[config.mk]
export PLATFORM = sky130hd
export DESIGN_NAME = ptlca_fifo
export DESIGN_NICKNAME = d
export VERILOG_FILES = /design/src/hw/rtl/ptlca_pkg.sv /design/src/hw/rtl/ptlca_fifo.sv
export VERILOG_INCLUDE_DIRS = /design/src /design/src/hw/rtl
export SDC_FILE = /design/constraint.sdc
export NUM_CORES = 1
export LEC_CHECK = 0
export BUFFER_PORTS_ARGS = -buffer_cell sky130_fd_sc_hd__buf_2
export CAP_MARGIN = 20
export CORE_MARGIN = 4
export CORE_UTILIZATION = 51
export CTS_CLUSTER_SIZE = 14
export DETAILED_ROUTE_END_ITERATION = 6
export GPL_ROUTABILITY_DRIVEN = 0
export PLACE_DENSITY = 0.75
export SYNTH_ARGS = -nofsm -noshare
export SYNTH_HDL_FRONTEND = slang
export SYNTH_SLANG_ARGS = --single-unit
export TNS_END_PERCENT = 1
[constraint.sdc]
create_clock -name clk_i -period 2 [get_ports clk_i]
set_input_delay 0.4 -clock clk_i [delete_from_list [all_inputs] [get_ports clk_i]]
set_output_delay 0.4 -clock clk_i [all_outputs]
set_load 0.05 [all_outputs]
[src/hw/rtl/assert_macros.svh]
// assertion macros shared by the lca engine rtl
// expects clk_i and rst_ni in the scope of each use
`ifndef ASSERT_MACROS_SVH
`define ASSERT_MACROS_SVH
`ifndef SYNTH
`define PT_ASSERT(lbl, prop, msg) \
  lbl: assert property (@(posedge clk_i) disable iff (!rst_ni) prop) else $error(msg);
`define PT_ASSERT_NEVER(lbl, cond, msg) \
  lbl: assert property (@(posedge clk_i) disable iff (!rst_ni) !(cond)) else $error(msg);
`else
`define PT_ASSERT(lbl, prop, msg)
`define PT_ASSERT_NEVER(lbl, cond, msg)
`endif
`endif

[src/hw/rtl/ptlca_pkg.sv]
`timescale 1ns / 1ps
// shared types and constants of the parent table lca engine
// used by every module of the block, no dependencies
package ptlca_pkg;

  localparam int unsigned ID_BITS     = 16;
  localparam int unsigned NODE_COUNT  = 65536;
  localparam int unsigned ADDR_BITS   = $clog2(NODE_COUNT);
  localparam int unsigned QUEUE_DEPTH = 4;
  localparam int unsigned QPTR_BITS   = $clog2(QUEUE_DEPTH);

  typedef logic [ID_BITS-1:0] id_t;

  localparam id_t ROOT_ID = id_t'(1);

  typedef enum logic [1:0] {
    ACT_WRITE = 2'd0,
    ACT_ANC   = 2'd1,
    ACT_PAIR  = 2'd2,
    ACT_LIST  = 2'd3
  } action_e;

  typedef enum logic [1:0] {
    OP_WRITE,
    OP_ANC,
    OP_PAIR,
    OP_LIST
  } op_e;

  typedef enum logic [1:0] {
    ST_IDLE,
    ST_STEP,
    ST_CHECK,
    ST_RESULT
  } state_e;

  typedef struct packed {
    op_e  op;
    id_t  node_a;
    id_t  node_b;
    logic first;
    logic last;
    logic a_zero;
    logic b_zero;
  } cmd_t;

endpackage

[src/hw/rtl/ptlca_fifo.sv]
`timescale 1ns / 1ps
// short command queue between front end and climb engine
// depends on ptlca_pkg and assert_macros.svh
`include "assert_macros.svh"
module ptlca_fifo (
  input  logic              clk_i,
  input  logic              rst_ni,
  input  logic              push_i,
  input  ptlca_pkg::cmd_t   cmd_i,
  input  logic              pop_i,
  output ptlca_pkg::cmd_t   head_o,
  output logic              empty_o,
  output logic              full_o
);

  localparam int unsigned CNT_BITS = ptlca_pkg::QPTR_BITS + 1;

  ptlca_pkg::cmd_t                  entry_q [ptlca_pkg::QUEUE_DEPTH];
  logic [ptlca_pkg::QPTR_BITS-1:0]  wr_ptr_q;
  logic [ptlca_pkg::QPTR_BITS-1:0]  wr_ptr_d;
  logic [ptlca_pkg::QPTR_BITS-1:0]  rd_ptr_q;
  logic [ptlca_pkg::QPTR_BITS-1:0]  rd_ptr_d;
  logic [CNT_BITS-1:0]              count_q;
  logic [CNT_BITS-1:0]              count_d;

  assign empty_o = (count_q == '0);
  assign full_o  = (count_q == CNT_BITS'(ptlca_pkg::QUEUE_DEPTH));
  assign head_o  = entry_q[rd_ptr_q];

  always_comb begin
    wr_ptr_d = push_i ? wr_ptr_q + 1'b1 : wr_ptr_q;
    rd_ptr_d = pop_i ? rd_ptr_q + 1'b1 : rd_ptr_q;
    count_d  = count_q;
    if (push_i && !pop_i) begin
      count_d = count_q + 1'b1;
    end else if (pop_i && !push_i) begin
      count_d = count_q - 1'b1;
    end
  end

  always_ff @(posedge clk_i or negedge rst_ni) begin
    if (!rst_ni) begin
      wr_ptr_q <= '0;
      rd_ptr_q <= '0;
      count_q  <= '0;
    end else begin
      wr_ptr_q <= wr_ptr_d;
      rd_ptr_q <= rd_ptr_d;
      count_q  <= count_d;
    end
  end

  always_ff @(posedge clk_i) begin
    if (push_i) begin
      entry_q[wr_ptr_q] <= cmd_i;
    end
  end

  `PT_ASSERT_NEVER(a_pop_when_empty, pop_i && empty_o, "command popped from empty queue")

endmodule

==> impl_metrics.yaml <==
status:
  status: "complete, but fails checks"
  violations: "negative setup slack"
drt:
  totalWireLength_um: 10100
  via_per_inst: 5.47
  drt-initial-drc-count: 155
  detail_route.wl_per_cell_um: 20.2
  vias: 2719
  drc: 0
  drt_pass1_iterations: 6
  postRouteAntennaNets: 0
power:
  switching_power_w: 0.00461
  pwr-share-seq_pct: 35.4
  total_power_w: 0.0129
  p_comb_share_pct: 42.9
  p_per_area_nw_per_um2: 1750
  clkPwrFrac_pct: 21.7
  p_leak_nw: 2.61
  p_int_w: 0.00827
  peakVddDrop_mv: 1.19
  switching_share_pct: 35.8
placed_design:
  io_buffers: 81
  dp_hpwl_um: 6120
  postPlaceCellArea_um2: 6530
  place_inst: 460
timing:
  fmax_mhz: 454
  slew_viol_final: 0
  min_period_ps: 2200
  fin_ws_ps: -201
  setup-tns-final_ps: -6110
  tightest_slew_ps: 329
  rsz0062_at_grt: "yes"
  hold_viol: 0
  fin_crit_sh_pct: 110
  slew_headroom_pct: 78.1
  setup_viol: 38
  clock_skew_ps: 4.79
finish:
  fin_nets: 390
  drive_above_1_share_pct: 47.5
  layout.cells.non_filler: 497
  antenna-diode-count: 0
  fin_area_um2: 7370
  areaGrowthSynthToFinish_pct: 24.4
synthesis:
  ys_types: 19
  syn_area_per_cell_um2: 25.4
  synth_common_cells: "edfxtp_1 (152), mux4_2 (38), dfrtp_1 (7)"
  synth_area_leaders: "edfxtp_1 (77%), mux4_2 (14%), dfrtp_1 (3.0%)"
  yosysMostFrequentCell: "edfxtp_1"
  synth-edff-count: 152
  ys_seq_area_share_pct: 80.0
  synth-async-reset-ratio_pct: 4.40
  synth-main-ff-cell: "edfxtp_1"
  syn-cell-area_um2: 5920
  synth_cells: 233
  ys_warn_count: 0
  synth-seq-cells: 159
  netlist.area_leader.share_pct: 77.0
  syn-num-nets: 281
  synth.largest_area_cell: "edfxtp_1"
global_routing:
  grt_start_max_net_pins: 24
  grt_overflow: 0
  grt_util_all_layers_pct: 16.6
  grt_pass1_vias: 2911
  antenna_found_initial: 0
  grt_first_pass_wirelength_um: 15900
worst_setup_path:
  cp_slowest_cell: "mux4_2"
  path_class: "register to primary output"
  arrival_ps: 1800
  cpPeakStageDelay_ps: 520
  start_kind: "register"
  crit_fanout: 9
  crit_chain: "buf_4 -> buf_16 -> mux4_2 -> buf_6"
  worstPathRequired_ps: 1600
  cp-end-kind: "primary output"
floorplanning:
  die_area_um2: 13400
  initial_utilization_pct: 51.9
  rows: 39
  boundaryPins: 82
  dieWidth_um: 116
  core_area_um2: 11400
  fp.dieH_um: 116
min_path:
  hp-class: "input port to register"
clock_tree:
  path_clk_slew_ps: 60
  cts_tree: "done"
  h-tree-depth: 4
  ctsLongestPathBuffers: 2
  clk-insertion-delay-late_ps: 410
  cts_root_buf: "clkbuf_16"
  cts.sinks: 159
  cts_made_buffers: 17
run:
  drv_cap: 0
path summary, 6_finish.rpt:
path | start | end | slack [ps] | cells past startpoint
max | rd_ptr_q[0]$_DFFE_PN0P_ | head_o[10] | -200 | 4
min | cmd_i[15] | entry_q[3][15]$_DFFE_PP_ | 200 | 1
max reg2reg | wr_ptr_q[0]$_DFFE_PN0P_ | entry_q[0][4]$_DFFE_PP_ | 550 | 4
min reg2reg | count_q[2]$_DFFE_PN0P_ | count_q[2]$_DFFE_PN0P_ | 490 | 1
max in group asynchronous | rst_ni | rd_ptr_q[1]$_DFFE_PN0P_ | 1490 | 2
min in group asynchronous | rst_ni | count_q[1]$_DFFE_PN0P_ | 340 | 2
metal layers:
layer	track usage [%]	share of wire [%]	vias to the layer above	wire length, um
li1	-	-	1200	-
met1	21.5	42	1431	4240
met2	26.2	51	75	5100
met3	5.01	5.6	13	562
met4	7.66	1.5	0	150
met5	0	0	-	0
state kept, by name (all words and copies together) (netlist names):
register	cells
count_q	3
entry_q	152
rd_ptr_q	2
wr_ptr_q	2
logic make-up (layout without fill, tap and decap cells):
group	Yosys count	count (layout)	synth area share (%)
DFF	159	159	80.0
muxes	39	39	14.6
buffers and inverters	13	134	2.18
and+or+nand+nor	9	9	0.824
adders and majority gates	6	6	1.39
xor gates and xnor gates	6	6	0.887
AOI/OAI and AO/OA	1	1	0.0844
timing repair:
action | in CTS | in global routing
gates resized for setup | 78 | 0
gates cloned | 2 | 0
setup endpoints to repair | 38 | 38
buffers inserted | 3 | 0
hold buffers | 1 | 0
endpoints found under the hold margin | 7 | 0
cell usage in the layout, fill, tap and decap left out, drive strengths merged, types with 2 or more instances in the layout:
cell type | netlist | final
dfrtp | 7 | 7
buf | 9 | 98
ha | 5 | 5
and2 | 4 | 4
clkinv | 0 | 9
mux4 | 38 | 38
xnor2 | 2 | 2
xor2 | 4 | 4
clkbuf | 0 | 21
inv | 4 | 4
nand2 | 2 | 2
edfxtp | 152 | 152
layout make-up:
cell class	instances	area [um^2]
tap	143	179
multi-input combinational	61	1060
clock inverter	10	72.6
sequential	159	4740
fill	766	4050
clock buffer	21	440
timing repair buffer	99	858
inverter	4	15.0
worst max-delay path: cells and delay by family (launching register included):
kind                   cells  cell delay (ps)
buffers and inverters      3              470
muxes                      1              520
DFF                        1              400
power by group through the flow:
| stage | Clock (W) | Combinational [W] | Sequential (W) |
|---|---|---|---|
| finish | 0.00279 | 0.00552 | 0.00456 |
| global route | 0.00303 | 0.00582 | 0.00462 |
| CTS | 0.00286 | 0.00562 | 0.00457 |
| detailed placement | 0 | 0.00466 | 0.00464 |
| global placement | 0 | 0.00463 | 0.00459 |
| floorplan | 0 | 0.00376 | 0.00457 |
per-stage QoR:
step | setup slack [ps] | util (%) | hold WS [ps]
detailed placement | 200 | 57.2 | 244
global route | -284 | 64.5 | 187
global placement | 205 | 57.2 | 239
floorplan | 0.829 | - | 104
CTS | -241 | 64.5 | 178
finish | -201 | 64.5 | 201
No activity file was read; power rests on OpenSTA's default activity.
