### config.mk
export PLATFORM = sky130hd
export DESIGN_NAME = ptlca_front
export DESIGN_NICKNAME = d
export VERILOG_FILES = /design/src/hw/rtl/ptlca_pkg.sv /design/src/hw/rtl/ptlca_front.sv
export VERILOG_INCLUDE_DIRS = /design/src /design/src/hw/rtl
export SDC_FILE = /design/constraint.sdc
export NUM_CORES = 1
export LEC_CHECK = 0
export ABC_AREA = 1
export BUFFER_PORTS_ARGS = -buffer_cell sky130_fd_sc_hd__buf_2
export CAP_MARGIN = 15
export CORE_MARGIN = 1.5
export CORE_UTILIZATION = 27
export DETAILED_ROUTE_END_ITERATION = 16
export PLACE_DENSITY_LB_ADDON = 0.1
export SLEW_MARGIN = 20
export SYNTH_ARGS = -nofsm -noshare
export SYNTH_HDL_FRONTEND = slang
export SYNTH_SLANG_ARGS = --single-unit
### constraint.sdc
create_clock -name vclk -period 0.8
set_input_delay 0.08 -clock vclk [all_inputs]
set_output_delay 0.08 -clock vclk [all_outputs]
set_load 0.02 [all_outputs]
### src/hw/rtl/assert_macros.svh
// assertion macros shared by the lca engine rtl
// expects clk_i and rst_ni in the scope of each use
`ifndef ASSERT_MACROS_SVH
`define ASSERT_MACROS_SVH
`ifndef SYNTH
`define PT_ASSERT(lbl, prop, msg) \
  lbl: assert property (@(posedge clk_i) disable iff (!rst_ni) prop) else $error(msg);
`define PT_ASSERT_NEVER(lbl, cond, msg) \
  lbl: assert property (@(posedge clk_i) disable iff (!rst_ni) !(cond)) else $error(msg);
`else
`define PT_ASSERT(lbl, prop, msg)
`define PT_ASSERT_NEVER(lbl, cond, msg)
`endif
`endif

### src/hw/rtl/ptlca_pkg.sv
`timescale 1ns / 1ps
// shared types and constants of the parent table lca engine
// used by every module of the block, no dependencies
package ptlca_pkg;

  localparam int unsigned ID_BITS     = 16;
  localparam int unsigned NODE_COUNT  = 65536;
  localparam int unsigned ADDR_BITS   = $clog2(NODE_COUNT);
  localparam int unsigned QUEUE_DEPTH = 4;
  localparam int unsigned QPTR_BITS   = $clog2(QUEUE_DEPTH);

  typedef logic [ID_BITS-1:0] id_t;

  localparam id_t ROOT_ID = id_t'(1);

  typedef enum logic [1:0] {
    ACT_WRITE = 2'd0,
    ACT_ANC   = 2'd1,
    ACT_PAIR  = 2'd2,
    ACT_LIST  = 2'd3
  } action_e;

  typedef enum logic [1:0] {
    OP_WRITE,
    OP_ANC,
    OP_PAIR,
    OP_LIST
  } op_e;

  typedef enum logic [1:0] {
    ST_IDLE,
    ST_STEP,
    ST_CHECK,
    ST_RESULT
  } state_e;

  typedef struct packed {
    op_e  op;
    id_t  node_a;
    id_t  node_b;
    logic first;
    logic last;
    logic a_zero;
    logic b_zero;
  } cmd_t;

endpackage

### src/hw/rtl/ptlca_front.sv
`timescale 1ns / 1ps
// request front end: input handshake and classification into commands
// depends on ptlca_pkg and assert_macros.svh
`include "assert_macros.svh"
module ptlca_front (
  input  logic                 clk_i,
  input  logic                 rst_ni,
  input  logic                 in_valid_i,
  output logic                 in_stall_o,
  input  logic [1:0]           action_i,
  input  logic [15:0]          node_a_i,
  input  logic [15:0]          node_b_i,
  input  logic                 first_of_list_i,
  input  logic                 last_of_list_i,
  input  logic                 full_i,
  output logic                 push_o,
  output ptlca_pkg::cmd_t      cmd_o
);

  ptlca_pkg::id_t   id_a;
  ptlca_pkg::id_t   id_b;
  ptlca_pkg::op_e   op;
  logic             seen_q;
  logic             seen_d;

  assign id_a = node_a_i[ptlca_pkg::ID_BITS-1:0];
  assign id_b = node_b_i[ptlca_pkg::ID_BITS-1:0];

  always_comb begin
    unique case (ptlca_pkg::action_e'(action_i))
      ptlca_pkg::ACT_WRITE: op = ptlca_pkg::OP_WRITE;
      ptlca_pkg::ACT_ANC:   op = ptlca_pkg::OP_ANC;
      ptlca_pkg::ACT_PAIR:  op = ptlca_pkg::OP_PAIR;
      ptlca_pkg::ACT_LIST:  op = ptlca_pkg::OP_LIST;
      default:              op = ptlca_pkg::OP_WRITE;
    endcase
  end

  assign in_stall_o = full_i;
  assign push_o     = in_valid_i && !full_i;

  always_comb begin
    cmd_o.op     = op;
    cmd_o.node_a = id_a;
    cmd_o.node_b = id_b;
    cmd_o.first  = first_of_list_i;
    cmd_o.last   = last_of_list_i;
    cmd_o.a_zero = (id_a == '0);
    cmd_o.b_zero = (id_b == '0);
  end

  // sticky flag that a request has been taken since reset
  assign seen_d = seen_q || push_o;

  always_ff @(posedge clk_i or negedge rst_ni) begin
    if (!rst_ni) begin
      seen_q <= 1'b0;
    end else begin
      seen_q <= seen_d;
    end
  end

  `PT_ASSERT_NEVER(a_push_into_full, push_o && full_i, "request pushed into full queue")
  `PT_ASSERT(a_seen_sticky, seen_q |=> seen_q, "request flag dropped")

endmodule

==> results of run 1 <==
[per-stage QoR]
stage               power [mW]  instances  setup WS [ns]  TNS, ns
floorplan                0.315         93          0.132        0
global placement         0.346        151         0.0331        0
detailed placement       0.349        151         0.0295        0
CTS                      0.350        151         0.0283        0
global route             0.465        151        -0.0206  -0.0299
finish                   0.428        151         0.0476        0
[what timing repair did]
action | in CTS | in global routing
endpoints found under the hold margin | 0 | 0
gates resized for setup | 0 | 51
endpoints found under the setup margin | 0 | 2
[per-layer routing]
metal | routed length [µm] | vias to the layer above | track usage, %
li1 | - | 284 | -
met1 | 333 | 208 | 7.38
met2 | 581 | 32 | 14.9
met3 | 112 | 0 | 0.794
met4 | 0 | 0 | 0
met5 | 0 | - | 0
[placed cells by master (no fill, tap or decap), drive strengths merged]
| cell | n |
|---|---|
| buf | 70 |
| inv | 25 |
| and2 | 2 |
| nand2 | 16 |
| nor2 | 13 |
[power groups by stage]
| stage | Sequential, mW | Combinational, mW | Clock (mW) |
|---|---|---|---|
| after floorplan | 0 | 0.315 | 0 |
| after global placement | 0 | 0.346 | 0 |
| after detailed placement | 0 | 0.349 | 0 |
| after CTS | 0 | 0.350 | 0 |
| after global routing | 0 | 0.465 | 0 |
| final | 0 | 0.428 | 0 |
[layout make-up]
class | count | area (µm²)
Fill cell | 181 | 955
Inverter | 25 | 93.8
Multi-Input combinational cell | 31 | 169
Tap cell | 25 | 31.3
Timing Repair Buffer | 70 | 459
[worst max-delay path, cell delays in order]
cell and delay (ns):
buf_6 0.10, nor2_4 0.08, and2_4 0.13, nand2_2 0.05, nor2_2 0.11, buf_6 0.12
[worst max-delay path by stage]
stage | startpoint | to | slack [ns] | cells past startpoint
4_1_cts | node_b_i[0] | cmd_o[0] | 0.03 | 7
6_report | node_a_i[12] | cmd_o[1] | 0.05 | 6
3_5_place_dp | node_a_i[0] | cmd_o[1] | 0.03 | 7
2_1_floorplan | node_b_i[0] | cmd_o[0] | 0.13 | 5
3_3_place_gp | node_a_i[4] | cmd_o[1] | 0.03 | 7
5_1_grt | node_b_i[11] | cmd_o[0] | -0.02 | 7
[logic make-up (layout without fill, tap and decap cells)]
kind of cell  Yosys count  after routing
simple gates           31             31
buf+inv                62             95
==> metrics.log, run 1 <==
INFO  metric power.density = 568 mW/mm²
INFO  metric io_buffers = 70
INFO  metric synth_common_cells = 35 x buf_4, 25 x inv_1, 16 x nand2_1, 13 x nor2_1
INFO  metric cellLeakagePower = 0.487 nW
INFO  metric maxSlewHeadroom = 93.1%
INFO  metric dp.final_hpwl = 877 µm
INFO  metric wl = 1030 µm
INFO  metric die_height = 45.4 µm
INFO  metric synth-xor-area-share = 0%
INFO  metric synth_area = 485 µm²
INFO  metric power.switching_fraction = 53.6%
INFO  metric finalHoldViolations = 0
INFO  metric drt-initial-drc-count = 0
INFO  metric p_switching = 0.229 mW
INFO  metric synth.yosys.seq_area_share = 0%
INFO  metric place_congestion = 0.626
INFO  metric final-seq-area = 0 µm²
INFO  metric vias_per_cell = 3.47
INFO  metric ctsHoldBuffers = 0
INFO  metric synth.mux.area_fraction = 0%
INFO  metric power.share.clock = 0%
INFO  metric syn-instance-count = 93
INFO  metric share_seq_of_total_power = 0%
INFO  metric worstSetupPathType = primary input to output pin
INFO  metric synthAdderAreaFrac = 0%
INFO  metric dieArea = 0.00206 mm²
INFO  metric die-width = 45.4 µm
INFO  metric drv.max_cap_violation_count = 0
INFO  metric avgRoutedWirePerCell = 6.79 µm
INFO  metric post_route_cells_drive_above_1_share = 78.6%
INFO  metric worst_hold_path.endpoint = cmd_o[2]
INFO  metric design.portCount = 80
INFO  metric detailroute.via_count = 524
INFO  metric library_cell_with_the_largest_summed_area_after_synthesis = buf_4
INFO  metric layout_overhead_on_the_synthesized_area = 55.2%
INFO  metric synth_largest_type_area_fraction = 54.1%
INFO  metric coreArea = 0.00171 mm²
INFO  metric holdCritStartpoint = last_of_list_i
INFO  metric ys_types = 6
INFO  metric layout_worst_path_cycle_share = 94.0%
INFO  metric cts_setup_buffers = 0
INFO  metric floorplan.initialDensity = 28.4%
INFO  metric synth-warning-count = 0
INFO  metric synth_simple_gate_area_share = 25.0%
INFO  metric slew_at_the_pin_with_the_worst_max_slew_slack = 0.104 ns
INFO  metric maxClockFrequency = 1330 MHz
INFO  metric wire_length_of_the_first_global_routing_pass = 1180 µm
INFO  metric track_usage = 6.98%
INFO  metric crit_fanout = 2
INFO  metric worst_setup_path_start_kind = primary input
INFO  metric rsz0062_at_grt = true
INFO  metric placedInstanceArea = 597 µm²
INFO  metric setup.worst_path.end_class = output pin
INFO  metric clkbuf_count = 0
INFO  metric synth_top_family_by_area = buffers and inverters
INFO  metric cell_depth_of_the_worst_hold_path = 0
INFO  metric share_comb_of_total_power = 100.0%
INFO  metric required = 0.72 ns
INFO  metric utilization = 44.1%
INFO  metric min-delay-path-class = primary input to output pin
INFO  metric synth_area_leaders = buf_4 54%, inv_1 19%, nand2_1 12%
INFO  metric initial_antenna_violation_count = 0
INFO  metric nFlopsAndLatches = 0
INFO  metric synth.avg_cell_area = 5.22 µm²
INFO  metric final_antenna_net_count = 0
INFO  metric design.final.nets = 168
INFO  metric fin_worst_hold_slack = 0.160 ns
INFO  metric p_int = 0.198 mW
INFO  metric drcViolationCount = 0
INFO  metric run_status = completed
INFO  metric grt_pass1_vias = 337
INFO  metric grt_max_degree = 3
INFO  metric detail_route.first_pass.iterations = 1
INFO  metric final_setup_fails = 0
INFO  metric max-vdd-ir-drop = 219 µV
INFO  metric final_max_slew_viol_count = 0
INFO  metric std_cell_rows = 15
INFO  metric synth_most_common_cell = buf_4
INFO  metric final_design_area_no_fill = 753 µm²
INFO  metric overflow = 0
INFO  metric period_needed = 0.752 ns
INFO  metric synth_compound_area_share = 0%
INFO  metric antenna_cells = 0
INFO  metric critical_path_arrival = 0.67 ns
INFO  metric synth_nets = 133
(Power assumes the default switching activity.)
==> run 2: changes to the inputs <==
--- a/config.mk
+++ b/config.mk
@@ -13,6 +13,7 @@
 export CORE_UTILIZATION = 27
 export DETAILED_ROUTE_END_ITERATION = 16
 export PLACE_DENSITY_LB_ADDON = 0.1
+export RECOVER_POWER = 50
 export SLEW_MARGIN = 20
 export SYNTH_ARGS = -nofsm -noshare
 export SYNTH_HDL_FRONTEND = slang
==> run 2 against run 1 <==
  * Critical path depth unchanged
  * Final cell count did not move
  * Combinational power shrank 0.9%
  * Core utilization is 0.37 points lower
  * Power is 0.79% lower
  * Largest cell class unchanged
  * Largest power group unchanged
==> metrics.log, run 2 (synthesis gave the netlist of run 1 again) <==
INFO  metric drcViolationCount = 0 (unchanged)
INFO  metric crit_fanout = 2 (unchanged)
INFO  metric grt_max_degree = 3 (unchanged)
INFO  metric maxClockFrequency = 1330 MHz (unchanged)
INFO  metric floorplan.initialDensity = 28.4% (unchanged)
INFO  metric layout_overhead_on_the_synthesized_area = 53.9% (was 55.2%)
INFO  metric std_cell_rows = 15 (unchanged)
INFO  metric critical_path_arrival = 0.67 ns (about the same)
INFO  metric detail_route.first_pass.iterations = 1 (unchanged)
INFO  metric ctsHoldBuffers = 0 (unchanged)
INFO  metric clkbuf_count = 0 (unchanged)
INFO  metric die-width = 45.4 µm (unchanged)
INFO  metric power.density = 568 mW/mm² (about the same)
INFO  metric overflow = 0 (unchanged)
INFO  metric wire_length_of_the_first_global_routing_pass = 1180 µm (unchanged)
INFO  metric final_setup_fails = 0 (unchanged)
INFO  metric design.final.nets = 168 (unchanged)
INFO  metric fin_worst_hold_slack = 0.160 ns (unchanged)
INFO  metric nFlopsAndLatches = 0 (unchanged)
INFO  metric final_max_slew_viol_count = 0 (unchanged)
INFO  metric layout_worst_path_cycle_share = 94.0% (unchanged)
INFO  metric rsz0062_at_grt = true (unchanged)
INFO  metric finalHoldViolations = 0 (unchanged)
INFO  metric io_buffers = 70 (unchanged)
INFO  metric vias_per_cell = 3.47 (unchanged)
INFO  metric final_antenna_net_count = 0 (unchanged)
INFO  metric detailroute.via_count = 524 (unchanged)
INFO  metric worst_setup_path_start_kind = primary input (unchanged)
INFO  metric layout_common_cells = 47 x buf_2, 17 x buf_6, 14 x inv_2, 11 x inv_1, 11 x nand2_1 (was 52 x buf_2, 17 x buf_6, 14 x inv_2, 11 x inv_1, 11 x nand2_1)
INFO  metric dp.final_hpwl = 877 µm (unchanged)
INFO  metric setup_ws = 0.0476 ns (unchanged)
INFO  metric min-delay-path-class = primary input to output pin (unchanged)
INFO  metric initial_antenna_violation_count = 0 (unchanged)
INFO  metric max-vdd-ir-drop = 217 µV (was 219 µV)
INFO  metric fillCellCount = 184 (was 181)
INFO  metric track_usage = 6.98% (unchanged)
INFO  metric dpl_worst_slack = 0.0295 ns (unchanged)
INFO  metric footprint_of_the_multi_input_gates = 169 µm² (unchanged)
INFO  metric antenna_cells = 0 (unchanged)
INFO  metric cts_setup_buffers = 0 (unchanged)
INFO  metric final-seq-area = 0 µm² (unchanged)
INFO  metric period_needed = 0.752 ns (unchanged)
INFO  metric worstSetupPathType = primary input to output pin (unchanged)
INFO  metric place_congestion = 0.626 (unchanged)
INFO  metric cellLeakagePower = 0.474 nW (was 0.487 nW)
INFO  metric grt_pass1_vias = 337 (unchanged)
INFO  metric setup_total_negative_slack = 0 ns (unchanged)
INFO  metric slew_at_the_pin_with_the_worst_max_slew_slack = 0.252 ns (was 0.104 ns)
INFO  metric drv.max_cap_violation_count = 0 (unchanged)
INFO  metric required = 0.72 ns (about the same)
INFO  metric design.portCount = 80 (unchanged)
INFO  metric setup.worst_path.end_class = output pin (unchanged)
INFO  metric avgRoutedWirePerCell = 6.81 µm (was 6.79 µm)
INFO  metric cts.repair.resized = 0 (unchanged)
INFO  metric wl = 1030 µm (about the same)
INFO  metric dieArea = 0.00206 mm² (unchanged)
INFO  metric drt-initial-drc-count = 0 (unchanged)
INFO  metric run_status = completed (unchanged)
INFO  metric die_height = 45.4 µm (unchanged)
INFO  metric layout.cells.most_common = buf_2 (unchanged)
INFO  metric post_route_cells_drive_above_1_share = 74.6% (was 78.6%)
INFO  metric maxSlewHeadroom = 83.2% (was 93.1%)
INFO  metric coreArea = 0.00171 mm² (unchanged)
run 2: cell types whose count changed in the layout (fill, tap and decap cells not counted):
cell	delta
clkbuf_1	+5
buf_2	-5
run 2: worst paths after layout:
path,depth (start not counted),end,start,slack [ns]
hold / removal,0,cmd_o[2],last_of_list_i,0.16
setup / recovery,6,cmd_o[1],node_a_i[12],0.05
run 2: area by class of cell:
cell class / count / share of cell area, %
well taps: 25 / 4.19
inverters: 25 / 12.6
repair buffers: 70 / 60.6
multi-input cells: 31 / 22.6
run 2: stage by stage:
step	instance area (µm²)	utilization (%)	power (mW)	std cells
global placement	597	34.9	0.346	151
finish	747	43.7	0.424	151
global route	747	43.7	0.462	151
floorplan	485	-	0.315	93
detailed placement	597	34.9	0.349	151
CTS	597	34.9	0.350	151
run 2: per-layer routing:
layer / wire length, µm / up-vias / track usage (%)
met2: 581 / 32 / 14.9
met5: 0 / - / 0
met3: 110 / 0 / 0.794
met4: 0 / 0 / 0
met1: 336 / 208 / 7.38
li1: - / 284 / -
run 2: critical path, cell delays in order:
cell and delay, ns:
buf_6 0.10, nor2_4 0.08, and2_4 0.13, nand2_2 0.05, nor2_2 0.11, buf_6 0.12
run 2: power by group:
group          internal (mW)  total, mW  switching, mW
Clock                      0          0              0
Sequential                 0          0              0
Combinational          0.195      0.424          0.230
Total                  0.195      0.424          0.230
